--- config.mk ---
export PLATFORM = sky130hd
export DESIGN_NAME = rf_remote_pulse_decoder_core
export DESIGN_NICKNAME = d
export VERILOG_FILES = /design/src/design/rfpd_pkg.sv /design/src/design/rfpd_cfg_regs.sv /design/src/design/rfpd_decode.sv /design/src/design/rfpd_out_buf.sv /design/src/design/rf_remote_pulse_decoder_core.sv
export SDC_FILE = /design/constraint.sdc
export NUM_CORES = 1
export LEC_CHECK = 0
export ABC_CLOCK_PERIOD_IN_PS = 6300
export BUFFER_PORTS_ARGS = -buffer_cell sky130_fd_sc_hd__buf_2
export CAP_MARGIN = 5
export CORE_ASPECT_RATIO = 0.75
export CORE_UTILIZATION = 62
export DETAILED_ROUTE_END_ITERATION = 6
export PLACE_DENSITY = 0.8
export SLEW_MARGIN = 20
export SYNTH_ARGS = -nofsm -noshare
export SYNTH_HDL_FRONTEND = slang
export SYNTH_SLANG_ARGS = --single-unit
--- constraint.sdc ---
create_clock -name i_clk -period 6.3 [get_ports i_clk]
set_clock_uncertainty 0.2 [all_clocks]
set_input_delay 0.945 -clock i_clk [delete_from_list [all_inputs] [get_ports i_clk]]
set_output_delay 0.945 -clock i_clk [all_outputs]
set_load 0.03 [all_outputs]
--- src/design/rfpd_pkg.sv ---
// Shared types and constants for the RF remote pulse decoder.
package rfpd_pkg;

    localparam int TICK_W = 16;
    localparam int CODE_W = 24;
    localparam int STATUS_W = 3;
    localparam int CFG_IDX_W = 3;
    localparam int CODE_BITS_DEF = 24;

    // Register indexes on the configuration port
    localparam logic [CFG_IDX_W-1:0] REG_IDLE_LOW_TIMEOUT = 3'd0;
    localparam logic [CFG_IDX_W-1:0] REG_LEAD_HIGH_TIMEOUT = 3'd1;
    localparam logic [CFG_IDX_W-1:0] REG_SYNC_LOW_MIN = 3'd2;
    localparam logic [CFG_IDX_W-1:0] REG_SYNC_LOW_MAX = 3'd3;
    localparam logic [CFG_IDX_W-1:0] REG_BIT_TIMEOUT = 3'd4;

    // Register reset values
    localparam logic [TICK_W-1:0] IDLE_LOW_TIMEOUT_RST = 16'd16000;
    localparam logic [TICK_W-1:0] LEAD_HIGH_TIMEOUT_RST = 16'd3000;
    localparam logic [TICK_W-1:0] SYNC_LOW_MIN_RST = 16'd10000;
    localparam logic [TICK_W-1:0] SYNC_LOW_MAX_RST = 16'd15000;
    localparam logic [TICK_W-1:0] BIT_TIMEOUT_RST = 16'd2050;

    // Result status codes
    localparam logic [STATUS_W-1:0] ST_OK = 3'd0;
    localparam logic [STATUS_W-1:0] ST_IDLE = 3'd1;
    localparam logic [STATUS_W-1:0] ST_LEAD = 3'd2;
    localparam logic [STATUS_W-1:0] ST_SYNC = 3'd3;
    localparam logic [STATUS_W-1:0] ST_BAD_BIT = 3'd4;

    typedef struct packed {
        logic [TICK_W-1:0] idle_low_timeout;
        logic [TICK_W-1:0] lead_high_timeout;
        logic [TICK_W-1:0] sync_low_min;
        logic [TICK_W-1:0] sync_low_max;
        logic [TICK_W-1:0] bit_timeout;
    } t_cfg;

    typedef struct packed {
        logic                valid;
        logic [CODE_W-1:0]   code;
        logic [STATUS_W-1:0] status;
    } t_result;

endpackage

--- src/design/rfpd_cfg_regs.sv ---
// Configuration register file of the pulse decoder.
module rfpd_cfg_regs (
    input  logic                            i_clk,
    input  logic                            i_rst_n,
    input  logic                            i_cfg_we,
    input  logic [rfpd_pkg::CFG_IDX_W-1:0]  i_cfg_idx,
    input  logic [rfpd_pkg::TICK_W-1:0]     i_cfg_data,
    output rfpd_pkg::t_cfg                  o_cfg
);
    import rfpd_pkg::*;

    t_cfg r_cfg;

    // Write one register; unknown indexes are dropped
    always_ff @(posedge i_clk) begin
        if (!i_rst_n) begin
            r_cfg.idle_low_timeout  <= IDLE_LOW_TIMEOUT_RST;
            r_cfg.lead_high_timeout <= LEAD_HIGH_TIMEOUT_RST;
            r_cfg.sync_low_min      <= SYNC_LOW_MIN_RST;
            r_cfg.sync_low_max      <= SYNC_LOW_MAX_RST;
            r_cfg.bit_timeout       <= BIT_TIMEOUT_RST;
        end else if (i_cfg_we) begin
            unique case (i_cfg_idx)
                REG_IDLE_LOW_TIMEOUT:  r_cfg.idle_low_timeout  <= i_cfg_data;
                REG_LEAD_HIGH_TIMEOUT: r_cfg.lead_high_timeout <= i_cfg_data;
                REG_SYNC_LOW_MIN:      r_cfg.sync_low_min      <= i_cfg_data;
                REG_SYNC_LOW_MAX:      r_cfg.sync_low_max      <= i_cfg_data;
                REG_BIT_TIMEOUT:       r_cfg.bit_timeout       <= i_cfg_data;
                default: begin
                end
            endcase
        end
    end

    assign o_cfg = r_cfg;

endmodule

--- src/design/rfpd_decode.sv ---
// Pulse-width decode state machine: one pin sample per accepted transaction.
module rfpd_decode #(
    parameter int CODE_BITS = rfpd_pkg::CODE_BITS_DEF
) (
    input  logic               i_clk,
    input  logic               i_rst_n,
    input  logic               i_accept,
    input  logic               i_pin_level,
    input  rfpd_pkg::t_cfg     i_cfg,
    output rfpd_pkg::t_result  o_result
);
    import rfpd_pkg::*;

    localparam int IDX_W = 5;
    localparam logic [IDX_W:0] LAST_COUNT = (IDX_W+1)'(CODE_BITS);

    localparam logic [2:0] PH_IDLE_LOW = 3'd0;
    localparam logic [2:0] PH_LEAD_HIGH = 3'd1;
    localparam logic [2:0] PH_SYNC_LOW = 3'd2;
    localparam logic [2:0] PH_BIT_HIGH = 3'd3;
    localparam logic [2:0] PH_BIT_LOW = 3'd4;

    logic [2:0]        r_phase, n_phase;
    logic [TICK_W-1:0] r_tick, n_tick;
    logic [TICK_W-1:0] r_sync, n_sync;
    logic [CODE_W-1:0] r_shift, n_shift;
    logic [IDX_W-1:0]  r_idx, n_idx;

    logic [TICK_W-1:0] tick_inc;
    logic [TICK_W-1:0] t_idle;
    logic [TICK_W-1:0] t_idle_inc;
    logic [TICK_W-1:0] th_lo, th_mid, th_hi;
    logic [IDX_W:0]    idx_next;
    logic              fail;
    logic              done;
    logic [STATUS_W-1:0] fail_status;

    // Saturating tick counts and adaptive bit thresholds
    assign tick_inc   = (r_tick == '1) ? r_tick : r_tick + 1'b1;
    assign t_idle     = (r_phase == PH_IDLE_LOW) ? r_tick : '0;
    assign t_idle_inc = (t_idle == '1) ? t_idle : t_idle + 1'b1;
    assign th_lo      = r_sync >> 7;
    assign th_mid     = r_sync >> 4;
    assign th_hi      = r_sync >> 3;
    assign idx_next   = {1'b0, r_idx} + 1'b1;

    // Next state for the sample being accepted
    always_comb begin
        n_phase     = r_phase;
        n_tick      = r_tick;
        n_sync      = r_sync;
        n_shift     = r_shift;
        n_idx       = r_idx;
        fail        = 1'b0;
        done        = 1'b0;
        fail_status = ST_OK;
        if (i_accept) begin
            unique case (r_phase)
                PH_LEAD_HIGH: begin
                    if (i_pin_level && r_tick <= i_cfg.lead_high_timeout) begin
                        n_tick = tick_inc;
                    end else if (r_tick > i_cfg.lead_high_timeout) begin
                        fail        = 1'b1;
                        fail_status = ST_LEAD;
                    end else begin
                        n_phase = PH_SYNC_LOW;
                        n_tick  = '0;
                    end
                end
                PH_SYNC_LOW: begin
                    if (!i_pin_level && r_tick <= i_cfg.sync_low_max) begin
                        n_tick = tick_inc;
                    end else if (r_tick > i_cfg.sync_low_max ||
                                 r_tick < i_cfg.sync_low_min) begin
                        fail        = 1'b1;
                        fail_status = ST_SYNC;
                    end else begin
                        n_sync  = r_tick;
                        n_idx   = '0;
                        n_shift = '0;
                        n_phase = PH_BIT_HIGH;
                        n_tick  = '0;
                    end
                end
                PH_BIT_HIGH: begin
                    if (i_pin_level && r_tick < i_cfg.bit_timeout) begin
                        n_tick = tick_inc;
                    end else if (r_tick > th_lo && r_tick < th_mid) begin
                        n_shift = {r_shift[CODE_W-2:0], 1'b0};
                        n_phase = PH_BIT_LOW;
                        n_tick  = '0;
                    end else if (r_tick > th_mid && r_tick < th_hi) begin
                        n_shift = {r_shift[CODE_W-2:0], 1'b1};
                        n_phase = PH_BIT_LOW;
                        n_tick  = '0;
                    end else begin
                        fail        = 1'b1;
                        fail_status = ST_BAD_BIT;
                    end
                end
                PH_BIT_LOW: begin
                    if (!i_pin_level && r_tick < i_cfg.bit_timeout) begin
                        n_tick = tick_inc;
                    end else if (r_tick >= i_cfg.bit_timeout) begin
                        fail        = 1'b1;
                        fail_status = ST_BAD_BIT;
                    end else if (idx_next >= LAST_COUNT) begin
                        done = 1'b1;
                    end else begin
                        n_idx   = idx_next[IDX_W-1:0];
                        n_phase = PH_BIT_HIGH;
                        n_tick  = '0;
                    end
                end
                default: begin
                    // Idle low wait; a meaningless phase code restarts first
                    n_phase = PH_IDLE_LOW;
                    n_tick  = '0;
                    n_sync  = '0;
                    n_shift = '0;
                    n_idx   = '0;
                    if (!i_pin_level && t_idle <= i_cfg.idle_low_timeout) begin
                        n_tick = t_idle_inc;
                    end else if (t_idle > i_cfg.idle_low_timeout) begin
                        fail        = 1'b1;
                        fail_status = ST_IDLE;
                    end else begin
                        n_phase = PH_LEAD_HIGH;
                    end
                end
            endcase
            // Restart after any result
            if (fail || done) begin
                n_phase = PH_IDLE_LOW;
                n_tick  = '0;
                n_sync  = '0;
                n_shift = '0;
                n_idx   = '0;
            end
        end
    end

    always_ff @(posedge i_clk) begin
        if (!i_rst_n) begin
            r_phase <= PH_IDLE_LOW;
            r_tick  <= '0;
            r_sync  <= '0;
            r_shift <= '0;
            r_idx   <= '0;
        end else begin
            r_phase <= n_phase;
            r_tick  <= n_tick;
            r_sync  <= n_sync;
            r_shift <= n_shift;
            r_idx   <= n_idx;
        end
    end

    // Result of this sample, handed to the output buffer
    assign o_result.valid  = fail || done;
    assign o_result.code   = done ? r_shift : '0;
    assign o_result.status = fail ? fail_status : ST_OK;

endmodule

--- src/design/rfpd_out_buf.sv ---
// Output register with skid stage for decoded results.
module rfpd_out_buf (
    input  logic                           i_clk,
    input  logic                           i_rst_n,
    input  rfpd_pkg::t_result              i_result,
    output logic                           o_space,
    output logic                           o_out_valid,
    input  logic                           i_out_ready,
    output logic [rfpd_pkg::CODE_W-1:0]    o_code,
    output logic [rfpd_pkg::STATUS_W-1:0]  o_status
);
    import rfpd_pkg::*;

    t_result r_out;
    t_result r_skid;
    logic    pop;

    assign pop = r_out.valid && i_out_ready;

    // Fill the out register first, the skid when out is held; payload moves with valid
    always_ff @(posedge i_clk) begin
        if (!i_rst_n) begin
            r_out.valid  <= 1'b0;
            r_skid.valid <= 1'b0;
        end else if (r_skid.valid) begin
            if (pop) begin
                r_skid.valid <= 1'b0;
                r_out.code   <= r_skid.code;
                r_out.status <= r_skid.status;
            end
        end else if (i_result.valid) begin
            if (!r_out.valid || pop) begin
                r_out.valid  <= 1'b1;
                r_out.code   <= i_result.code;
                r_out.status <= i_result.status;
            end else begin
                r_skid.valid  <= 1'b1;
                r_skid.code   <= i_result.code;
                r_skid.status <= i_result.status;
            end
        end else if (pop) begin
            r_out.valid <= 1'b0;
        end
    end

    assign o_space     = !r_skid.valid;
    assign o_out_valid = r_out.valid;
    assign o_code      = r_out.code;
    assign o_status    = r_out.status;

endmodule

--- src/design/rf_remote_pulse_decoder_core.sv ---
// Top level of the RF remote pulse-width code decoder.
// One receiver sample is taken per transaction on the input channel and
// each sample is fully processed by the decode state machine as it is
// accepted, so a sample can be accepted every cycle unless the input stalls.
// A code word or a failure produces one result on the output channel,
// registered with a skid stage; the input stalls only when both output and
// skid registers hold results. Configuration registers (indexes 0 to 4:
// idle low timeout, lead high timeout, sync low minimum, sync low maximum,
// bit timeout) are to be written by the user only while the decoder is
// idle; the block itself does not enforce this.
module rf_remote_pulse_decoder_core #(
    parameter int CODE_BITS = rfpd_pkg::CODE_BITS_DEF
) (
    input  logic                           i_clk,
    input  logic                           i_rst_n,
    input  logic                           i_in_valid,
    output logic                           o_in_ready,
    input  logic                           i_pin_level,
    output logic                           o_out_valid,
    input  logic                           i_out_ready,
    output logic [rfpd_pkg::CODE_W-1:0]    o_code,
    output logic [rfpd_pkg::STATUS_W-1:0]  o_status,
    input  logic                           i_cfg_we,
    input  logic [rfpd_pkg::CFG_IDX_W-1:0] i_cfg_idx,
    input  logic [rfpd_pkg::TICK_W-1:0]    i_cfg_data
);
    import rfpd_pkg::*;

    t_cfg    cfg;
    t_result result;
    logic    space;
    logic    accept;

    assign o_in_ready = space;
    assign accept     = i_in_valid && space;

    rfpd_cfg_regs u_cfg (
        .i_clk      (i_clk),
        .i_rst_n    (i_rst_n),
        .i_cfg_we   (i_cfg_we),
        .i_cfg_idx  (i_cfg_idx),
        .i_cfg_data (i_cfg_data),
        .o_cfg      (cfg)
    );

    rfpd_decode #(
        .CODE_BITS (CODE_BITS)
    ) u_decode (
        .i_clk       (i_clk),
        .i_rst_n     (i_rst_n),
        .i_accept    (accept),
        .i_pin_level (i_pin_level),
        .i_cfg       (cfg),
        .o_result    (result)
    );

    rfpd_out_buf u_out (
        .i_clk       (i_clk),
        .i_rst_n     (i_rst_n),
        .i_result    (result),
        .o_space     (space),
        .o_out_valid (o_out_valid),
        .i_out_ready (i_out_ready),
        .o_code      (o_code),
        .o_status    (o_status)
    );

endmodule

## Word level (Yosys, flattened, before mapping)

Cells that the tools add are included.

| cells by class | value |
|---|---|
| order comparisons | 14 |
| equal/unequal tests | 29 |
| add/sub/neg operators | 3 |
| bitwise logic cells | 2 |
| mux-type cells | 93 |
| reductions and logical operators | 37 |

Operator list:

| cell | number |
|---|---|
| $mux 16 | 18 |
| $mux 24 | 7 |
| $mux 28 | 3 |
| $mux 27 | 3 |
| $pmux 24 s3 | 1 |
| $mux 3 | 22 |
| $pmux 16 s4 | 1 |
| $gt 16x16->1 | 3 |
| $le 16x16->1 | 3 |
| $add 16x1->16 const B | 2 |
| $eq 16x16->1 const B | 2 |
| $lt 16x16->1 | 2 |
| $pmux 16 s2 | 1 |
| $mux 5 | 6 |
| $mux 1 | 25 |
| $ne 3x3->1 const B | 8 |
| $pmux 3 s4 | 2 |
| $ge 16x16->1 | 1 |
| $gt 16x12->1 | 1 |
| $gt 16x9->1 | 1 |
| $lt 16x12->1 | 1 |
| $lt 16x13->1 | 1 |
| $ne 4x3->1 const B | 4 |
| $pmux 5 s3 | 1 |
| other kinds (25) | 59 |

| word-level totals | value |
|---|---|
| output and inout bits | 29 |
| register bits | 200 |
| bits of input ports | 25 |
| word-level logic and storage cells | 194 |

## Depth between registers and ports, before layout

| logic depth | value |
|---|---|
| depth after elaboration | 12 |
| mapped depth | 17 |

## Modules after synthesis

A second synthesis with hierarchy kept.

| second synthesis, totals | value |
|---|---|
| cells, all modules | 1,207 |
| area, all modules | 11,564.8 um^2 |

Modules (own cells, without submodules):

| module | times used | area an instance (um^2) | cells an instance |
|---|---|---|---|
| rfpd_decode | 1 | 6,378.6 | 810 |
| rfpd_cfg_regs | 1 | 3,106.7 | 298 |
| rfpd_out_buf | 1 | 2,073.2 | 98 |
| rf_remote_pulse_decoder_core | 1 | 6.3 | 1 |

## Worst setup path after synthesis

Ideal clock, no wire load.

| path | value |
|---|---|
| path type | register to register |
| from | register u_decode.r_phase[1] |
| to | register u_out.r_skid[0] (netlist name) (enable) |
| buffers on the path | 4 |
| period minus slack after synthesis | 5.503 ns |
| data arrival time | 4.858 ns |
| cell stages (with the launch flop) | 15 |
| setup slack | 0.797 ns |
| cell sequence | dfxtp_1 -> buf_2 -> nor3_1 -> clkbuf_1 -> and2_1 -> ha_1 -> nand4_1 -> a211oi_1 -> a211oi_1 -> or3_1 -> and4b_1 -> clkbuf_2 -> and2_1 -> buf_2 -> nor3_1 |

| on the way | value |
|---|---|
| word-level cells in the longest chain between the ends | 10 |

Ends and longest elaborated chain:

| item | RTL line | RTL |
|---|---|---|
| start: declaration | rfpd_decode.sv:23 | `logic [2:0] r_phase, n_phase;` |
| start signal: assignment | rfpd_decode.sv:151 | `r_phase <= n_phase;` |
| $logic_not 3->1 | rfpd_decode.sv:40 | `assign t_idle = (r_phase == PH_IDLE_LOW) ? r_tick : '0;` |
| $mux 16 | rfpd_decode.sv:40 |  |
| $gt 16x16->1 / $le 16x16->1 (equally long branches) | rfpd_decode.sv:124, rfpd_decode.sv:122 |  |
| $mux 1 / $logic_and 1x1->1 (equally long branches) | rfpd_decode.sv:124, rfpd_decode.sv:122 |  |
| $mux 1 | rfpd_decode.sv:122 | `if (!i_pin_level && t_idle <= i_cfg.idle_low_timeout) begin` |
| $pmux 1 s4 | rfpd_decode.sv:58 | `unique case (r_phase)` |
| $mux 1 (2 in a row) | rfpd_decode.sv:57 | `if (i_accept) begin` |
| $logic_or 1x1->1 * | rfpd_decode.sv:160 | `assign o_result.valid = fail \|\| done;` |
| $reduce_and 4->1 (no source line) * | -- |  |
| end: declaration | rfpd_out_buf.sv:15 | `t_result r_skid;` |

Every way passes the cells marked *; elsewhere a longest branch is shown, timed or not. The select of a mux whose other input is x is not followed.
A chain may end at the register's enable or synchronous reset.

## Worst setup path after layout

| path | value |
|---|---|
| from | register u_decode.r_phase[2] |
| to | register u_decode.r_shift[14] |

| on the way | value |
|---|---|
| word-level cells in the longest chain between the ends | 10 |

Ends and longest elaborated chain:

| item | RTL line | RTL |
|---|---|---|
| $logic_not 3->1 | rfpd_decode.sv:40 |  |
| $mux 16 | rfpd_decode.sv:40 |  |
| $gt 16x16->1 / $le 16x16->1 (equally long branches) | rfpd_decode.sv:124, rfpd_decode.sv:122 |  |
| $mux 1 / $logic_and 1x1->1 (equally long branches) | rfpd_decode.sv:124, rfpd_decode.sv:122 |  |
| $mux 1 | rfpd_decode.sv:122 |  |
| $pmux 1 s4 | rfpd_decode.sv:58 |  |
| $mux 1 | rfpd_decode.sv:57 |  |
| $logic_or 1x1->1 | rfpd_decode.sv:133 | `if (fail \|\| done) begin` |
| $ne 4x1->1 (no source line), or another cell as far along | -- |  |
| $reduce_and 6->1 (no source line) | -- |  |
| end signal: assignment | rfpd_decode.sv:154 | `r_shift <= n_shift;` |
| end: declaration | rfpd_decode.sv:26 | `logic [CODE_W-1:0] r_shift, n_shift;` |

Parallel ways exist; a longest one is shown, timed or not. The select of a mux whose other input is x is not followed.

==> run metrics <==
total number of yosys warnings=0; Post-synth EDFFs=54; grt ovf=0; nets@finish=about 1,400; ys async rst share=0%; Synth area leader=dfxtp_1; Startpoint Class=flip-flop; Setup TNS=0 ps; first-pass GRT wire length=about 46 mm; Power Total=roughly 2.7 mW; CP Data Arrival Time=approximately 4900 ps; Top FF cell, synth=dfxtp_1; worst hold path type=reg -> reg; cts bufs inserted=17; DRT antenna net count=0; Iteration-0 DRC Markers=about 940; RSZ-0062 raised after global routing=false; largest net degree at the start of global routing=slightly above 70; hold depth=2; Worst path depth=12; clock transition at the registers of the reported paths=roughly 70 ps; critical path, cell by cell=nor3_1 > buf_4 > and2_1 > ha_1 > nand4_1 > o221ai_1 > a211oi_1 > or3_1 > and4b_1 > a211oi_2 > nor3b_4 > o2bb2ai_1; Peak VDD IR=149 uV; RePlAce Congestion=between 0.9 and 1; CTS tree=built; Max-cap violations=0; Die Area=between 0.015 and 0.02 mm^2; Die Height=about 120 um; Critical-path top delay cell=nor3b_4; Slew @ Worst Pin=roughly 1100 ps; Crit Path Class=reg -> reg; sequential area share after synthesis=between 40% and 50%; PwrDens=225 mW/mm^2; Top Family by Delay on Critical Path=simple AND/OR/NAND/NOR gates; CP Buf/Inv Count=1; Inserted Diodes=0; width of the die=approximately 160 um; layout cells sized above 1=9.51%; FILL cells=~1,400; core area=around 0.017 mm^2; Post-Syn Instances=approximately 1,300; vias in the first global route=between 8,000 and 9,000; share of the synthesized area in the top cell type=25.9%; Slew HR=between 20% and 30%; path depth of the worst reg2reg path=12; Final Hold Vio Count=0; minimum clock period=4730 ps; ranking of synthesized cells by area=dfxtp_1, edfxtp_1, ha_1; WP data required=~6500 ps; Hold Buf Count CTS=0; number of library cell types mapped by synthesis=67; Post CTS Setup Buffer Count=0; Slew Limit Fails=0; DRT Pass-1 Iters=5; flop and latch count out of synthesis=197; Site Rows=slightly above 40; cts repair resizes=0; I/O Buffers=53; fmax=0.211 GHz; Post-route DRC=0; # H-tree levels=4; post-route clock period utilization=between 70 and 80%; final setup vio count=0; worst skew pair latency=450 ps; clock sinks=197; initial antenna violation count=0; Avg WL per Cell=around 19 um; biggest fanout along the worst timing path=22; most frequent cell after synthesis=nand2_1; Mean Syn Cell Area=~8.8 um^2; Syn Nets=about 1,400; Area Overhead vs Synth=9.46%; Initial Util=between 60% and 70%; Crit path largest cell delay=about 900 ps; critical path endpoint category=flip-flop; DR vias/cell=approximately 6.2; aggregate global-route resource usage=around 33%; mapped cell area=roughly 0.011 mm^2; Leakage=approximately 5.2 nW; IO Count=54; synth cell count leaders=nand2_1, dfxtp_1, ha_1; post-detail-place hpwl=between 20 and 25 mm; Longest Clk Path Bufs=2; drt total wl=slightly below 30 mm; root buffer cell=clkbuf_16; status=finished clean; vias post-DR=9,485
-- cell families after synthesis --
logic type                 count (synthesis)  share of synthesized area [%]
AOI/OAI and AO/OA                        334                           20.4
xor gates and xnor gates                  13                           1.03
adders and majority gates                116                           13.1
buffers and inverters                    166                           5.94
DFF                                      197                           40.6
muxes                                      2                          0.193
and+or+nand+nor                          431                           18.7
-- flip-flops by register name (all words and copies together) (netlist names) --
signal	flops
u_cfg.o_cfg	80
u_decode.r_idx	5
u_decode.r_phase	3
u_decode.r_shift	24
u_decode.r_sync	13
u_decode.r_tick	16
u_out.o_code	24
u_out.o_out_valid	1
u_out.o_status	3
u_out.r_skid	28
-- report_power, final --
part	switching [mW]	internal, mW	total (mW)
clock network	0.515	0.567	1.08
logic	0.206	0.0926	0.299
registers	0.0191	1.32	1.34
-- cells in the final DEF, fill, tap and decap left out, types with 4 or more instances in the layout --
| cell | count |
|---|---|
| buf_4 | 20 |
| nor3_1 | 17 |
| inv_6 | 6 |
| dfxtp_1 | 143 |
| a211oi_1 | 8 |
| edfxtp_1 | 54 |
| a311o_1 | 4 |
| a221oi_1 | 4 |
| clkbuf_16 | 17 |
| o2bb2ai_1 | 23 |
| o21ai_0 | 30 |
| xnor2_1 | 8 |
| ha_1 | 116 |
| and4_1 | 6 |
| or3_1 | 5 |
| o21a_1 | 5 |
| buf_2 | 53 |
| nand2_1 | 224 |
| inv_1 | 105 |
| a21oi_1 | 114 |
| nand3_1 | 29 |
| and2_1 | 42 |
| a22o_1 | 14 |
| and2_0 | 4 |
| nor2_1 | 25 |
| nand4_1 | 18 |
| xor2_1 | 5 |
| o211ai_1 | 37 |
| a31oi_1 | 12 |
| o22ai_1 | 6 |
| nor4_1 | 5 |
| nand2b_1 | 10 |
| and3_1 | 17 |
| a21o_1 | 44 |
| nor2b_1 | 12 |
-- metal layers --
layer / part of all wire, % / vias to the layer above / wire (um) / track usage (%)
li1: - / 4548 / - / -
met1: 45 / 4457 / 13100 / 47.5
met2: 43 / 421 / 12500 / 47.7
met3: 9.4 / 59 / 2720 / 6.30
met4: 2.1 / 0 / 604 / 11.5
met5: 0 / - / 0 / 0
-- through the flow --
step	setup slack (ps)	hold WS (ps)	utilization, %	cell area [um^2]	instances
after CTS	1630	256	70.6	12100	1540
after floorplan	797	231	-	11000	1259
final	1570	256	70.6	12100	1540
after global routing	1270	276	70.6	12100	1540
after detailed placement	1690	247	67.2	11500	1508
after global placement	1840	242	67.2	11500	1508
-- worst reg2reg max path, stage by stage, from the launching register on --
cell	delay (ps)
dfxtp_1	540
nor3_1	90
buf_4	200
and2_1	200
ha_1	310
nand4_1	160
o221ai_1	260
a211oi_1	210
or3_1	440
and4b_1	300
a211oi_2	650
nor3b_4	900
o2bb2ai_1	210
-- path summary, 6_finish.rpt --
path	from	endpoint	slack, ps
worst max-delay path	u_decode.r_phase[2]$_SDFFE_PN0P_	u_decode.r_shift[14]$_SDFFE_PN0P_	1570
worst max register to register	u_decode.r_phase[2]$_SDFFE_PN0P_	u_decode.r_shift[14]$_SDFFE_PN0P_	1570
worst min register to register	u_cfg.o_cfg[39]$_SDFFE_PN0P_	u_cfg.o_cfg[39]$_SDFFE_PN0P_	260
worst min-delay path	u_cfg.o_cfg[39]$_SDFFE_PN0P_	u_cfg.o_cfg[39]$_SDFFE_PN0P_	260
-- layout make-up --
class	instances	area [um^2]	area share, %
multi-input cells	896	5920	49.0
inverters	106	398	3.29
well taps	236	295	2.44
repair buffers	73	415	3.44
flip-flops and latches	197	4480	37.1
clock inverters	14	138	1.14
clock buffers	18	439	3.63
No activity file was read; power rests on OpenSTA's default activity.
